### config.mk
export PLATFORM = sky130hd
export DESIGN_NAME = credit_weighted_slot_allocator_core
export DESIGN_NICKNAME = d
export VERILOG_FILES = /design/src/design/cwsa_pkg.sv /design/src/design/credit_weighted_slot_allocator_core.sv
export SDC_FILE = /design/constraint.sdc
export NUM_CORES = 1
export LEC_CHECK = 0
export BUFFER_PORTS_ARGS = -buffer_cell sky130_fd_sc_hd__buf_4
export CAP_MARGIN = 20
export CORE_ASPECT_RATIO = 1.25
export CORE_MARGIN = 3
export CORE_UTILIZATION = 59
export DETAILED_ROUTE_END_ITERATION = 8
export GPL_TIMING_DRIVEN = 0
export MAX_ROUTING_LAYER = met4
export PLACE_DENSITY = 0.76
export RECOVER_POWER = 50
export SLEW_MARGIN = 30
export SYNTH_ARGS = -nofsm -noshare
export SYNTH_HDL_FRONTEND = slang
export SYNTH_SLANG_ARGS = --single-unit
### constraint.sdc
create_clock -name i_clk -period 35.8 [get_ports i_clk]
set_clock_uncertainty 0.2 [all_clocks]
set_input_delay 3.58 -clock i_clk [delete_from_list [all_inputs] [get_ports i_clk]]
set_output_delay 3.58 -clock i_clk [all_outputs]
set_load 0.05 [all_outputs]
### src/design/cwsa_pkg.sv
// ----------------------------------------------------------------------------
// cwsa_pkg: shared types, constants and microcode for the slot allocator
// Holds the credit arithmetic helpers, the control word layout and the
// read-only control program that sequences one round.
// ----------------------------------------------------------------------------
package cwsa_pkg;

    // Sizing
    localparam int KINDS        = 5;
    localparam int SLOTS        = 3;
    localparam int CREDIT_WIDTH = 16;

    localparam int KIND_IDX_W = (KINDS > 1) ? $clog2(KINDS) : 1;
    localparam int SLOT_IDX_W = (SLOTS > 1) ? $clog2(SLOTS) : 1;

    // Field widths fixed by the port list
    localparam int SHARE_W = 4;
    localparam int GAIN_W  = 4;
    localparam int COST_W  = 5;
    localparam int MODE_W  = 2;
    localparam int MASK_W  = 5;
    localparam int ID_W    = 3;
    localparam int EMPTY_W = 2;

    // Configuration port
    localparam int CFG_COUNT  = KINDS + 3;
    localparam int CFG_IDX_W  = $clog2(CFG_COUNT);
    localparam int CFG_DATA_W = 5;

    typedef logic [CFG_IDX_W-1:0] t_cfg_idx;

    localparam t_cfg_idx CFG_GAIN = t_cfg_idx'(KINDS);
    localparam t_cfg_idx CFG_COST = t_cfg_idx'(KINDS + 1);
    localparam t_cfg_idx CFG_MODE = t_cfg_idx'(KINDS + 2);

    // Rule modes
    typedef logic [MODE_W-1:0] t_mode;
    localparam t_mode MODE_NORMAL   = 2'd0;
    localparam t_mode MODE_HIGH_TIE = 2'd1;
    localparam t_mode MODE_CLAMP    = 2'd2;

    // Credit types
    typedef logic signed [CREDIT_WIDTH-1:0] t_credit;
    typedef logic signed [CREDIT_WIDTH:0]   t_credit_ext;

    typedef logic [ID_W-1:0]       t_kind_id;
    typedef logic [KIND_IDX_W-1:0] t_kind_idx;
    typedef logic [SLOT_IDX_W-1:0] t_slot_idx;

    // Saturate a one-bit-wider result back to the credit width
    function automatic t_credit sat_credit(input t_credit_ext v);
        t_credit r;
        r = v[CREDIT_WIDTH-1:0];
        if (!v[CREDIT_WIDTH] && v[CREDIT_WIDTH-1]) begin
            r = {1'b0, {(CREDIT_WIDTH-1){1'b1}}};
        end else if (v[CREDIT_WIDTH] && !v[CREDIT_WIDTH-1]) begin
            r = {1'b1, {(CREDIT_WIDTH-1){1'b0}}};
        end
        return r;
    endfunction

    // Microcode
    typedef enum logic [1:0] {
        OP_WAIT,
        OP_GROW,
        OP_PICK,
        OP_EMIT
    } t_op;

    typedef enum logic [1:0] {
        COND_ALWAYS,
        COND_IN_BEAT,
        COND_LAST_SLOT,
        COND_OUT_FREE
    } t_cond;

    typedef logic [1:0] t_upc;

    localparam t_upc UPC_WAIT = 2'd0;
    localparam t_upc UPC_GROW = 2'd1;
    localparam t_upc UPC_PICK = 2'd2;
    localparam t_upc UPC_EMIT = 2'd3;

    typedef struct packed {
        t_op   op;
        t_cond cond;
        t_upc  target;
    } t_ctrl;

    // Control program: jump to target when the condition holds, else hold
    function automatic t_ctrl ucode(input t_upc pc);
        t_ctrl w;
        case (pc)
            UPC_WAIT: w = '{op: OP_WAIT, cond: COND_IN_BEAT,   target: UPC_GROW};
            UPC_GROW: w = '{op: OP_GROW, cond: COND_ALWAYS,    target: UPC_PICK};
            UPC_PICK: w = '{op: OP_PICK, cond: COND_LAST_SLOT, target: UPC_EMIT};
            UPC_EMIT: w = '{op: OP_EMIT, cond: COND_OUT_FREE,  target: UPC_WAIT};
            default:  w = '{op: OP_WAIT, cond: COND_ALWAYS,    target: UPC_WAIT};
        endcase
        return w;
    endfunction

endpackage

### src/design/credit_weighted_slot_allocator_core.sv
// A round is taken when o_in_ready is high, which is whenever the sequencer
// sits at its wait step. From the accepted beat to the result register the
// round runs one grow step, one pick step per slot and the emit step. The
// sequencer returns to its wait step at the emit edge, so the next round is
// taken in the cycle after that; a new round is not taken while one is in
// progress. The pace is set by the single shared max-credit picker, which is
// stepped once per slot; a result that is not taken stalls the emit step
// until the output register frees up.
// ----------------------------------------------------------------------------
// credit_weighted_slot_allocator_core: credit weighted slot allocator
// Microcoded smooth weighted round robin: grows every kind's credit by
// gain * share, then fills each slot with the eligible kind of largest
// credit and charges it the slot cost.
// ----------------------------------------------------------------------------
module credit_weighted_slot_allocator_core (
    input  logic                               i_clk,
    input  logic                               i_rst_n,
    // configuration write port
    input  logic                               i_cfg_we,
    input  logic [cwsa_pkg::CFG_IDX_W-1:0]     i_cfg_idx,
    input  logic [cwsa_pkg::CFG_DATA_W-1:0]    i_cfg_data,
    // round input
    input  logic                               i_in_valid,
    output logic                               o_in_ready,
    input  logic [cwsa_pkg::MASK_W-1:0]        i_eligible_mask,
    // result output
    output logic                               o_out_valid,
    input  logic                               i_out_ready,
    output logic [cwsa_pkg::ID_W-1:0]          o_slot_first,
    output logic [cwsa_pkg::ID_W-1:0]          o_slot_second,
    output logic [cwsa_pkg::ID_W-1:0]          o_slot_third,
    output logic [cwsa_pkg::EMPTY_W-1:0]       o_empty_slots
);

    // Configuration registers
    logic [cwsa_pkg::SHARE_W-1:0] r_share [cwsa_pkg::KINDS];
    logic [cwsa_pkg::GAIN_W-1:0]  r_gain;
    logic [cwsa_pkg::COST_W-1:0]  r_cost;
    cwsa_pkg::t_mode              r_mode;

    // Sequencer and datapath state
    cwsa_pkg::t_upc               r_upc, n_upc;
    cwsa_pkg::t_ctrl              ctrl;
    logic                         cond_hit;
    cwsa_pkg::t_credit            r_credit [cwsa_pkg::KINDS];
    logic [cwsa_pkg::MASK_W-1:0]  r_mask;
    cwsa_pkg::t_slot_idx          r_slot_idx;
    cwsa_pkg::t_kind_id           r_slot [cwsa_pkg::SLOTS];
    logic [cwsa_pkg::EMPTY_W-1:0] r_empty;

    // Output register
    logic                         r_out_valid;
    cwsa_pkg::t_kind_id           r_out_slot [cwsa_pkg::SLOTS];
    logic [cwsa_pkg::EMPTY_W-1:0] r_out_empty;

    logic                         in_beat;
    logic                         out_free;
    logic                         last_slot;

    // Picker and charge path
    logic                         pick_found;
    cwsa_pkg::t_kind_idx          pick_idx;
    cwsa_pkg::t_credit            pick_credit;
    cwsa_pkg::t_credit            charged;
    cwsa_pkg::t_credit            grown [cwsa_pkg::KINDS];

    // Fetch the control word for this step
    assign ctrl      = cwsa_pkg::ucode(r_upc);
    assign o_in_ready = (ctrl.op == cwsa_pkg::OP_WAIT);
    assign in_beat   = i_in_valid && o_in_ready;
    assign out_free  = !r_out_valid || i_out_ready;
    assign last_slot = (r_slot_idx == cwsa_pkg::t_slot_idx'(cwsa_pkg::SLOTS - 1));

    // Evaluate the jump condition
    always_comb begin
        case (ctrl.cond)
            cwsa_pkg::COND_ALWAYS:    cond_hit = 1'b1;
            cwsa_pkg::COND_IN_BEAT:   cond_hit = in_beat;
            cwsa_pkg::COND_LAST_SLOT: cond_hit = last_slot;
            cwsa_pkg::COND_OUT_FREE:  cond_hit = out_free;
            default:                  cond_hit = 1'b0;
        endcase
        n_upc = cond_hit ? ctrl.target : r_upc;
    end

    // Advance the step counter
    always_ff @(posedge i_clk) begin
        if (!i_rst_n) begin
            r_upc <= cwsa_pkg::UPC_WAIT;
        end else begin
            r_upc <= n_upc;
        end
    end

    // Grow every credit by gain * share, saturating
    always_comb begin
        for (int k = 0; k < cwsa_pkg::KINDS; k++) begin
            grown[k] = cwsa_pkg::sat_credit(
                cwsa_pkg::t_credit_ext'(r_credit[k])
                + cwsa_pkg::t_credit_ext'({1'b0,
                    ({{cwsa_pkg::SHARE_W{1'b0}}, r_gain}
                     * {{cwsa_pkg::GAIN_W{1'b0}}, r_share[k]})}));
        end
    end

    // Find the eligible kind with the largest credit
    always_comb begin
        pick_found  = 1'b0;
        pick_idx    = '0;
        pick_credit = '0;
        for (int k = 0; k < cwsa_pkg::KINDS; k++) begin
            if (r_mask[k] && (!pick_found || (r_credit[k] > pick_credit)
                    || ((r_mode == cwsa_pkg::MODE_HIGH_TIE)
                        && (r_credit[k] == pick_credit)))) begin
                pick_found  = 1'b1;
                pick_idx    = cwsa_pkg::t_kind_idx'(k);
                pick_credit = r_credit[k];
            end
        end
    end

    // Charge the winner, with optional clamp at zero
    always_comb begin
        charged = cwsa_pkg::sat_credit(
            cwsa_pkg::t_credit_ext'(pick_credit)
            - cwsa_pkg::t_credit_ext'({1'b0, r_cost}));
        if ((r_mode == cwsa_pkg::MODE_CLAMP) && charged[cwsa_pkg::CREDIT_WIDTH-1]) begin
            charged = '0;
        end
    end

    // Configuration writes
    always_ff @(posedge i_clk) begin
        if (!i_rst_n) begin
            for (int k = 0; k < cwsa_pkg::KINDS; k++) begin
                r_share[k] <= cwsa_pkg::SHARE_W'(1);
            end
            r_gain <= cwsa_pkg::GAIN_W'(3);
            r_cost <= cwsa_pkg::COST_W'(5);
            r_mode <= cwsa_pkg::MODE_NORMAL;
        end else if (i_cfg_we) begin
            for (int k = 0; k < cwsa_pkg::KINDS; k++) begin
                if (i_cfg_idx == cwsa_pkg::t_cfg_idx'(k)) begin
                    r_share[k] <= i_cfg_data[cwsa_pkg::SHARE_W-1:0];
                end
            end
            if (i_cfg_idx == cwsa_pkg::CFG_GAIN) begin
                r_gain <= i_cfg_data[cwsa_pkg::GAIN_W-1:0];
            end
            if (i_cfg_idx == cwsa_pkg::CFG_COST) begin
                r_cost <= i_cfg_data[cwsa_pkg::COST_W-1:0];
            end
            if (i_cfg_idx == cwsa_pkg::CFG_MODE) begin
                r_mode <= i_cfg_data[cwsa_pkg::MODE_W-1:0];
            end
        end
    end

    // Credit state: grow step and charge step
    always_ff @(posedge i_clk) begin
        if (!i_rst_n) begin
            for (int k = 0; k < cwsa_pkg::KINDS; k++) begin
                r_credit[k] <= '0;
            end
        end else if (ctrl.op == cwsa_pkg::OP_GROW) begin
            for (int k = 0; k < cwsa_pkg::KINDS; k++) begin
                r_credit[k] <= grown[k];
            end
        end else if ((ctrl.op == cwsa_pkg::OP_PICK) && pick_found) begin
            r_credit[pick_idx] <= charged;
        end
    end

    // Round working registers: mask, slot counter, slot ids, empty count
    always_ff @(posedge i_clk) begin
        if (!i_rst_n) begin
            r_slot_idx <= '0;
            r_empty    <= '0;
        end else if (in_beat) begin
            r_mask     <= i_eligible_mask;
            r_slot_idx <= '0;
            r_empty    <= '0;
        end else if (ctrl.op == cwsa_pkg::OP_PICK) begin
            r_slot_idx <= last_slot ? '0 : r_slot_idx + 1'b1;
            if (pick_found) begin
                r_slot[r_slot_idx] <= cwsa_pkg::t_kind_id'(pick_idx) + 1'b1;
            end else begin
                r_slot[r_slot_idx] <= '0;
                r_empty            <= r_empty + 1'b1;
            end
        end
    end

    // Output register: load on emit, drop on the output beat
    always_ff @(posedge i_clk) begin
        if (!i_rst_n) begin
            r_out_valid <= 1'b0;
        end else if ((ctrl.op == cwsa_pkg::OP_EMIT) && out_free) begin
            r_out_valid <= 1'b1;
        end else if (i_out_ready) begin
            r_out_valid <= 1'b0;
        end
    end

    always_ff @(posedge i_clk) begin
        if ((ctrl.op == cwsa_pkg::OP_EMIT) && out_free) begin
            r_out_slot  <= r_slot;
            r_out_empty <= r_empty;
        end
    end

    assign o_out_valid   = r_out_valid;
    assign o_slot_first  = r_out_slot[0];
    assign o_slot_second = r_out_slot[1];
    assign o_slot_third  = r_out_slot[2];
    assign o_empty_slots = r_out_empty;

endmodule

==> summary.md, run 1 <==
| Metric | Value |
|---|---|
| Starting Density | 60.67% |
| Skew-Pair Late Insertion Delay | 0.44 ns |
| Pwr Density | 94.83 nW/um^2 |
| Switching part of the total | 53.63% |
| Critical Path RT | 35.79 ns |
| Combinational fraction of design power | between 60% and 70% |
| Antenna-violating nets left | 0 |
| Congestion Overflow GR | 0 |
| Inst Count DP | around 1800 |
| CP Class | flip-flop to flip-flop |
| RePlAce Congestion | 0.9833 |
| Clk sinks | 143 |
| Psw | 749.4 uW |
| Worst setup EP type | flip-flop |
| Final Non-Filler Cells | between 1500 and 2000 |
| CTS tree | yes |
| Leak pwr | roughly 0.0064 uW |
| Wire per inst | 21.82 um |
| Sequential-to-total area share from yosys stat | 30.12% |
| Distinct cells, synth | between 80 and 90 |
| Die W | 142.1 um |
| DRC | 0 |
| Asr flop ratio synth | 0% |
| Setup TNS | 0 ns |
| Max IR drop VDD | 0.06137 mV |
| Clock buffer depth | 2 |
| TritonRoute pass-1 iters | 7 |
| Power Total | 1397 uW |
| Worst-margin pin slew | approximately 1.4 ns |
| DIE AREA | 25030 sq um |
| Worst Setup Start Kind | flip-flop |
| Number of global-route vias before repair | 12210 |
| Min-Delay Path Class | flip-flop to flip-flop |
| Pin count of the biggest net entering global routing | 17 |
| Worst Path Arrival | 18.68 ns |
| Sequential share of power | approximately a fifth |
| Synthesized area | roughly 14000 sq um |
| Critical path's slowest cell | o31ai_1 |
| CTS root buf | clkbuf_16 |
| Final net count | 1775 |
| Total CTS buffers | 17 |
| Fin crit period | roughly 19 ns |
| Clock share of power | roughly an eighth |
| Status | finished clean |
| Most used cell, CP | clkbuf_1 |
| P&R area growth vs syn | 7.868% |
| Placeable Area | 22520 sq um |
| Cell Rows | just over 60 |
| Die Y | ~180 um |
| Reg clk slew, reported paths | 0.07 ns |
| Prevailing post-synth register cell | edfxtp_1 |
| Final Hold Viols | 0 |
| DRT Wirelength | 40.42 mm |
| Final setup vio count | 0 |
| Slew Limit Fails | 0 |
| Initial antenna violation count | 0 |
| HPWL Detailed | 32.09 mm |
| Synth Area per Inst | 9.065 sq um |
| Vias | 12160 |
| Layout cells sized above 1 | 5.485% |
| P_int | 648.0 uW |
| RSZ-0062 raised after global routing | no |
| CTS Hold Bufs | 0 |
| Drt initial violations | 1167 |
| Fmax achieved | roughly 0.054 GHz |
| Register bit count reported by yosys | 143 |
| Period utilization | 52.20% |
| Post-Syn Nets | roughly 1700 |
| Post-CTS sizing | 0 |
| Crit path largest cell delay | 1.16 ns |
| # port buffers | 29 |
| Post-synth EDFFs | 125 |
| I/O pins | 31 |
| Max Cap Viol | 0 |
| Crit-path max FO | 10 |
| Total track usage | between 30 and 40% |
| Slew Limit Headroom | 5.628% |
| Via density | 6.567 |
| Htree depth | 4 |
| Warnings from Yosys | 0 |
| Mapped Cells | 1507 |
| Post-CTS Setup Inserts | 0 |
| Final Util | 65.45% |
| Global-route wire length before repair | 62.90 mm |
==> Yosys cell counts, types with 5 or more instances <==
master	n	area, sq um
o21ai_0	88	440.4
nand4_1	21	131.4
xor2_1	22	192.7
clkbuf_1	37	138.9
or3_1	5	31.28
nor2b_1	27	168.9
o221ai_1	13	113.9
a21o_1	34	255.2
nand2_1	152	570.6
inv_1	115	431.7
edfxtp_1	125	3754
o31ai_1	7	52.55
o22ai_1	14	87.58
o21ai_1	11	55.05
nor4_1	6	37.54
and3_1	11	68.82
xnor2_1	68	595.6
or2_2	7	43.79
nand3_1	29	145.1
o211ai_1	13	97.59
dfxtp_1	18	360.4
o21bai_1	29	217.7
a21oi_1	108	540.5
o21a_1	9	67.56
and2_1	55	344.1
and4_1	6	52.55
a221o_1	25	250.2
nor3_1	13	65.06
mux2i_1	19	190.2
buf_2	5	25.02
nor2_1	83	311.6
nand2b_1	21	131.4
a31oi_1	7	43.79
ha_1	176	2202
mux2_2	5	56.30
fa_1	26	520.5
a211oi_1	5	37.54
a22oi_1	10	75.07
a211o_1	5	43.79
==> logic make-up (layout without fill, tap and decap cells) <==
| logic type | count (synthesis) | count (layout) | share of synthesized area, % |
|---|---|---|---|
| flops | 143 | 143 | 30.12 |
| xor+xnor | 90 | 90 | 5.770 |
| compound gates | 428 | 428 | 21.13 |
| buf+inv | 164 | 225 | 4.662 |
| fa+ha+maj | 202 | 202 | 19.93 |
| mux | 24 | 24 | 1.804 |
| simple gates | 456 | 456 | 16.59 |
| other cells | 0 | 1 | 0 |
==> stage by stage <==
| stage | cell area (sq um) | setup WS (ns) | hold slack (ns) |
|---|---|---|---|
| CTS | 14810 | 18.90 | 0.2639 |
| floorplan | 13660 | 22.72 | 0.2260 |
| detailed placement | 14240 | 19.00 | 0.2383 |
| finish | 14740 | 17.11 | 0.2580 |
| global route | 14730 | 16.05 | 0.2784 |
| global placement | 14230 | 18.93 | 0.2360 |
==> cell type report <==
class	count	area, sq um
Multi-Input combinational cell	1200	8900
Sequential cell	143	4114
Clock inverter	15	142.6
Tap cell	283	354.1
Clock buffer	17	425.4
Timing Repair Buffer	29	165.2
Buffer	49	200.2
Antenna cell	1	2.502
Inverter	115	431.7
Fill cell	1840	7780
==> cell usage in the layout (no fill, tap or decap), types with 6 or more instances in the layout <==
cell type / netlist / final
o31ai_1: 7 / 7
xnor2_1: 68 / 68
nor2b_1: 27 / 27
nand4_1: 21 / 22
clkbuf_16: 0 / 17
nor2_1: 83 / 83
a31oi_1: 7 / 8
nor3_1: 13 / 13
or2_2: 7 / 7
a21oi_1: 108 / 108
fa_1: 26 / 26
mux2i_1: 19 / 19
inv_1: 115 / 115
ha_1: 176 / 176
o21bai_1: 29 / 29
and2_1: 55 / 51
nand3_1: 29 / 29
a22oi_1: 10 / 10
and4_1: 6 / 6
inv_8: 0 / 7
o22ai_1: 14 / 14
and3_1: 11 / 11
a221o_1: 25 / 25
buf_4: 2 / 10
nand2b_1: 21 / 21
xor2_1: 22 / 22
nand2_1: 152 / 152
dfxtp_1: 18 / 18
clkbuf_1: 37 / 54
o211ai_1: 13 / 13
clkbuf_4: 0 / 6
o21ai_1: 11 / 11
a21o_1: 34 / 34
edfxtp_1: 125 / 125
o221ai_1: 13 / 13
o21a_1: 9 / 9
o21ai_0: 88 / 89
==> power groups by stage <==
stage	sequential [uW]	combinational, uW	clock (uW)
after floorplan	270	639	0
after global placement	285	887	0
after detailed placement	286	909	0
after CTS	283	916	177
after global routing	289	1020	183
final	285	935	177
==> routing by layer <==
| layer | GRT usage (%) | vias to the layer above | part of all wire [%] |
|---|---|---|---|
| met2 | 55.30 | 594 | 49 |
| met3 | 6.123 | 188 | 7.5 |
| met5 | - | - | 0 |
| met1 | 37.29 | 5758 | 37 |
| li1 | - | 5623 | - |
| met4 | 18.68 | 0 | 6.2 |
==> sequential cells by signal (all words and copies together), names as in the netlist, 3 cells and up <==
name / flops
o_slot_third: 3
r_credit: 80
o_slot_second: 3
r_mask: 5
r_slot: 9
r_share: 20
r_cost: 5
r_gain: 4
o_slot_first: 3
==> worst max-delay path: cells and delay by family (launching register included) <==
family	cells	cell delay (ns)
AO/OA/AOI/OAI	25	7.90
buffers and inverters	12	5.54
AND/OR/NAND/NOR	11	2.75
adder cells (fa/ha/maj)	5	1.60
flip-flops	1	0.43
==> path summary, 6_finish.rpt <==
check	slack (ns)	endpoint	cells after the start	from
worst max-delay path	17.11	r_credit[4][4]	53	r_mask[0]
worst min-delay path	0.26	o_slot_second[1]	0	r_slot[4]
worst max register to register	17.11	r_credit[4][4]	53	r_mask[0]
worst min register to register	0.26	o_slot_second[1]	0	r_slot[4]
Power figures use the tool's default switching activity.
==> run 2, diff against run 1 <==
==> constraint.sdc (replaced) <==
create_clock -name i_clk -period 17.5 [get_ports i_clk]
set_clock_uncertainty 0.2 [all_clocks]
set_input_delay 1.75 -clock i_clk [delete_from_list [all_inputs] [get_ports i_clk]]
set_output_delay 1.75 -clock i_clk [all_outputs]
set_load 0.05 [all_outputs]
==> summary.md, run 2 (synthesis gave the netlist of run 1 again) <==
| Metric | Value |
|---|---|
| Status | finished clean (unchanged) |
| Worst setup path endpoint | r_credit[4][4] (unchanged) |
| Max Cap Viol | 0 (unchanged) |
| Crit path largest cell delay | 0.67 ns (was 1.16 ns) |
| Pwr Density | 194.3 nW/um^2 (was 94.83 nW/um^2) |
| Slew Limit Fails | 0 (unchanged) |
| Number of global-route vias before repair | 12210 (unchanged) |
| TritonRoute pass-1 iters | 8 (was 7) |
| Min Hold Slack | 0.2591 ns (was 0.2580 ns) |
| Final Hold Viols | 0 (unchanged) |
| Worst-margin pin slew | 0.9817 ns (was 1.404 ns) |
| Global-route wire length before repair | 62.90 mm (unchanged) |
| GR Util met3 | 6.123% (unchanged) |
| Drt initial violations | 1075 (was 1167) |
| Final Non-Filler Cells | 1850 (was 1852) |
| Inst Count DP | 1819 (unchanged) |
| Antenna-violating nets left | 0 (unchanged) |
| Min-Delay Path Class | flip-flop to flip-flop (unchanged) |
| # port buffers | 29 (unchanged) |
| Pin count of the biggest net entering global routing | 17 (unchanged) |
| RSZ-0062 raised after global routing | no (unchanged) |
| Vias | 12110 (was 12160) |
| DRC | 0 (unchanged) |
| Starting Density | 60.67% (unchanged) |
| Reg with most FFs | r_credit (unchanged) |
| Final net count | 1774 (was 1775) |
| Die Y | 176.1 um (unchanged) |
| Fin crit period | 16.49 ns (was 18.69 ns) |
| Die W | 142.1 um (unchanged) |
| Crit-path max FO | 12 (was 10) |
| Reg2Reg Capture Point | r_credit[4][4] (unchanged) |
| Most frequent cells in the layout | ha_1, nand2_1, edfxtp_1, inv_1, a21oi_1 (unchanged) |
| DRT Wirelength | 40.37 mm (was 40.42 mm) |
| Filler Cell Count | 1838 (was 1840) |
| Post-CTS Setup Inserts | 0 (unchanged) |
| Hold path startpoint | r_slot[4] (unchanged) |
| Total track usage | 33.17% (unchanged) |
| Leak pwr | 0.006392 uW (was 0.006369 uW) |
| Worst Path Arrival | 16.47 ns (was 18.68 ns) |
| Largest register FFs | 80 (unchanged) |
| Power Total | 2873 uW (was 1397 uW) |
| Via density | 6.545 (was 6.567) |
| Critical path's slowest cell | edfxtp_1 (was o31ai_1) |
| DIE AREA | 25030 sq um (unchanged) |
| Clock buffer depth | 2 (unchanged) |
| GRT busiest layer | met2 (unchanged) |
| Fmax achieved | 0.06065 GHz (was 0.05351 GHz) |
| Setup TNS | 0 ns (unchanged) |
| Antenna Cells | 0 (was 1) |
| RePlAce Congestion | 0.9833 (unchanged) |
| Reg-to-reg slack, setup | 1.01 ns (was 17.11 ns) |
| Sequential cell area | 4114 sq um (unchanged) |
| Commonest non-fill, non-tap cell in the layout | ha_1 (unchanged) |
| Biggest regs | r_credit (80), r_share (20), r_slot (9) (unchanged) |
| Initial antenna violation count | 0 (unchanged) |
| Layout cells sized above 1 | 6.254% (was 5.485%) |
| Post-CTS sizing | 0 (unchanged) |
| Placeable Area | 22520 sq um (unchanged) |
| Worst reg2reg path depth | 53 (unchanged) |
| P&R area growth vs syn | 8.262% (was 7.868%) |
| Critical Path RT | 17.48 ns (was 35.79 ns) |
| Wire per inst | 21.82 um (about the same) |
| Slew Limit Headroom | 33.95% (was 5.628%) |
| Met2 Use GR | 55.30% (unchanged) |
| Congestion Overflow GR | 0 (unchanged) |
| Met1 capacity usage during global routing | 37.29% (unchanged) |
| Max IR drop VDD | 0.1285 mV (was 0.06137 mV) |
| Skew-Pair Late Insertion Delay | 0.43 ns (was 0.44 ns) |
| Worst setup EP type | flip-flop (unchanged) |
| Cell Rows | 61 (unchanged) |
| Worst R2R Start | r_mask[0] (unchanged) |
| CTS root buf | clkbuf_16 (unchanged) |
| Multi-input logic area | 8952 sq um (was 8900 sq um) |
| CP Class | flip-flop to flip-flop (unchanged) |
| CTS tree | yes (unchanged) |
| Period utilization | 94.21% (was 52.20%) |
| Total CTS buffers | 17 (unchanged) |
| Clk sinks | 143 (unchanged) |
| Hold Path Depth | 0 (unchanged) |
| I/O pins | 31 (unchanged) |
| Most used cell, CP | clkbuf_1 (unchanged) |
| HPWL Detailed | 32.09 mm (unchanged) |
| Htree depth | 4 (unchanged) |
| Crit path from | r_mask[0] (unchanged) |
| Final setup vio count | 0 (unchanged) |
| Worst Setup Start Kind | flip-flop (unchanged) |
| Reg clk slew, reported paths | 0.07 ns (about the same) |
| CTS Hold Bufs | 0 (unchanged) |
-- run 2: changes by cell type in the layout (fill, tap and decap cells not counted), moves of 2 or more --
cell      change
clkbuf_1      -4
clkbuf_2      +2
nor4_1        -2
nor4_2        +2
o21ai_2       +2
-- run 2: worst min path at each step --
stage                                   to  slack, ns
after CTS                 o_slot_second[1]       0.26
after floorplan            o_slot_first[2]       0.23
after global routing       o_slot_third[2]       0.28
after detailed placement   o_slot_first[0]       0.24
after global placement     o_slot_third[1]       0.24
final                     o_slot_second[1]       0.26
-- run 2: layer usage --
metal	routed length [um]	vias to the layer above	share of wire, %
met4	2407	0	6.0
met3	3155	170	7.8
met2	19920	579	49
li1	-	5621	-
met5	0	-	0
met1	14890	5739	37
-- run 2: worst max-delay path, delay by kind of cell, from the launching register on --
family / cells / cell delay (ns)
adders and majority gates: 5 / 1.59
AOI/OAI and AO/OA: 24 / 6.70
DFF: 1 / 0.67
and+or+nand+nor: 13 / 2.88
buffers and inverters: 11 / 4.16
-- run 2: stage by stage --
step / util, % / worst slack, ns / area, sq um
5_1_grt: 65.68 / 0.07678 / 14790
4_1_cts: 65.78 / 0.5987 / 14810
3_5_place_dp: 63.26 / 0.6993 / 14240
2_1_floorplan: - / 4.419 / 13660
3_3_place_gp: 63.21 / 0.6256 / 14230
6_report: 65.68 / 1.013 / 14790
-- run 2: area by class of cell --
type                    instances  area share, %
multi-input cells            1200          60.53
flip-flops and latches        143          27.82
inverters                     115          2.919
clock buffers                  17          2.876
well taps                     283          2.394
plain buffers                  48          1.379
repair buffers                 29          1.117
clock inverters                15         0.9645
-- run 2: power breakdown --
group / switching [uW] / total [uW] / leakage [uW] / internal (uW)
Combinational: 1260 / 1930 / 0.00469 / 664
Sequential: 105 / 584 / 0.00142 / 479
Clock: 172 / 362 / 0.000280 / 190
Total: 1540 / 2870 / 0.00639 / 1330
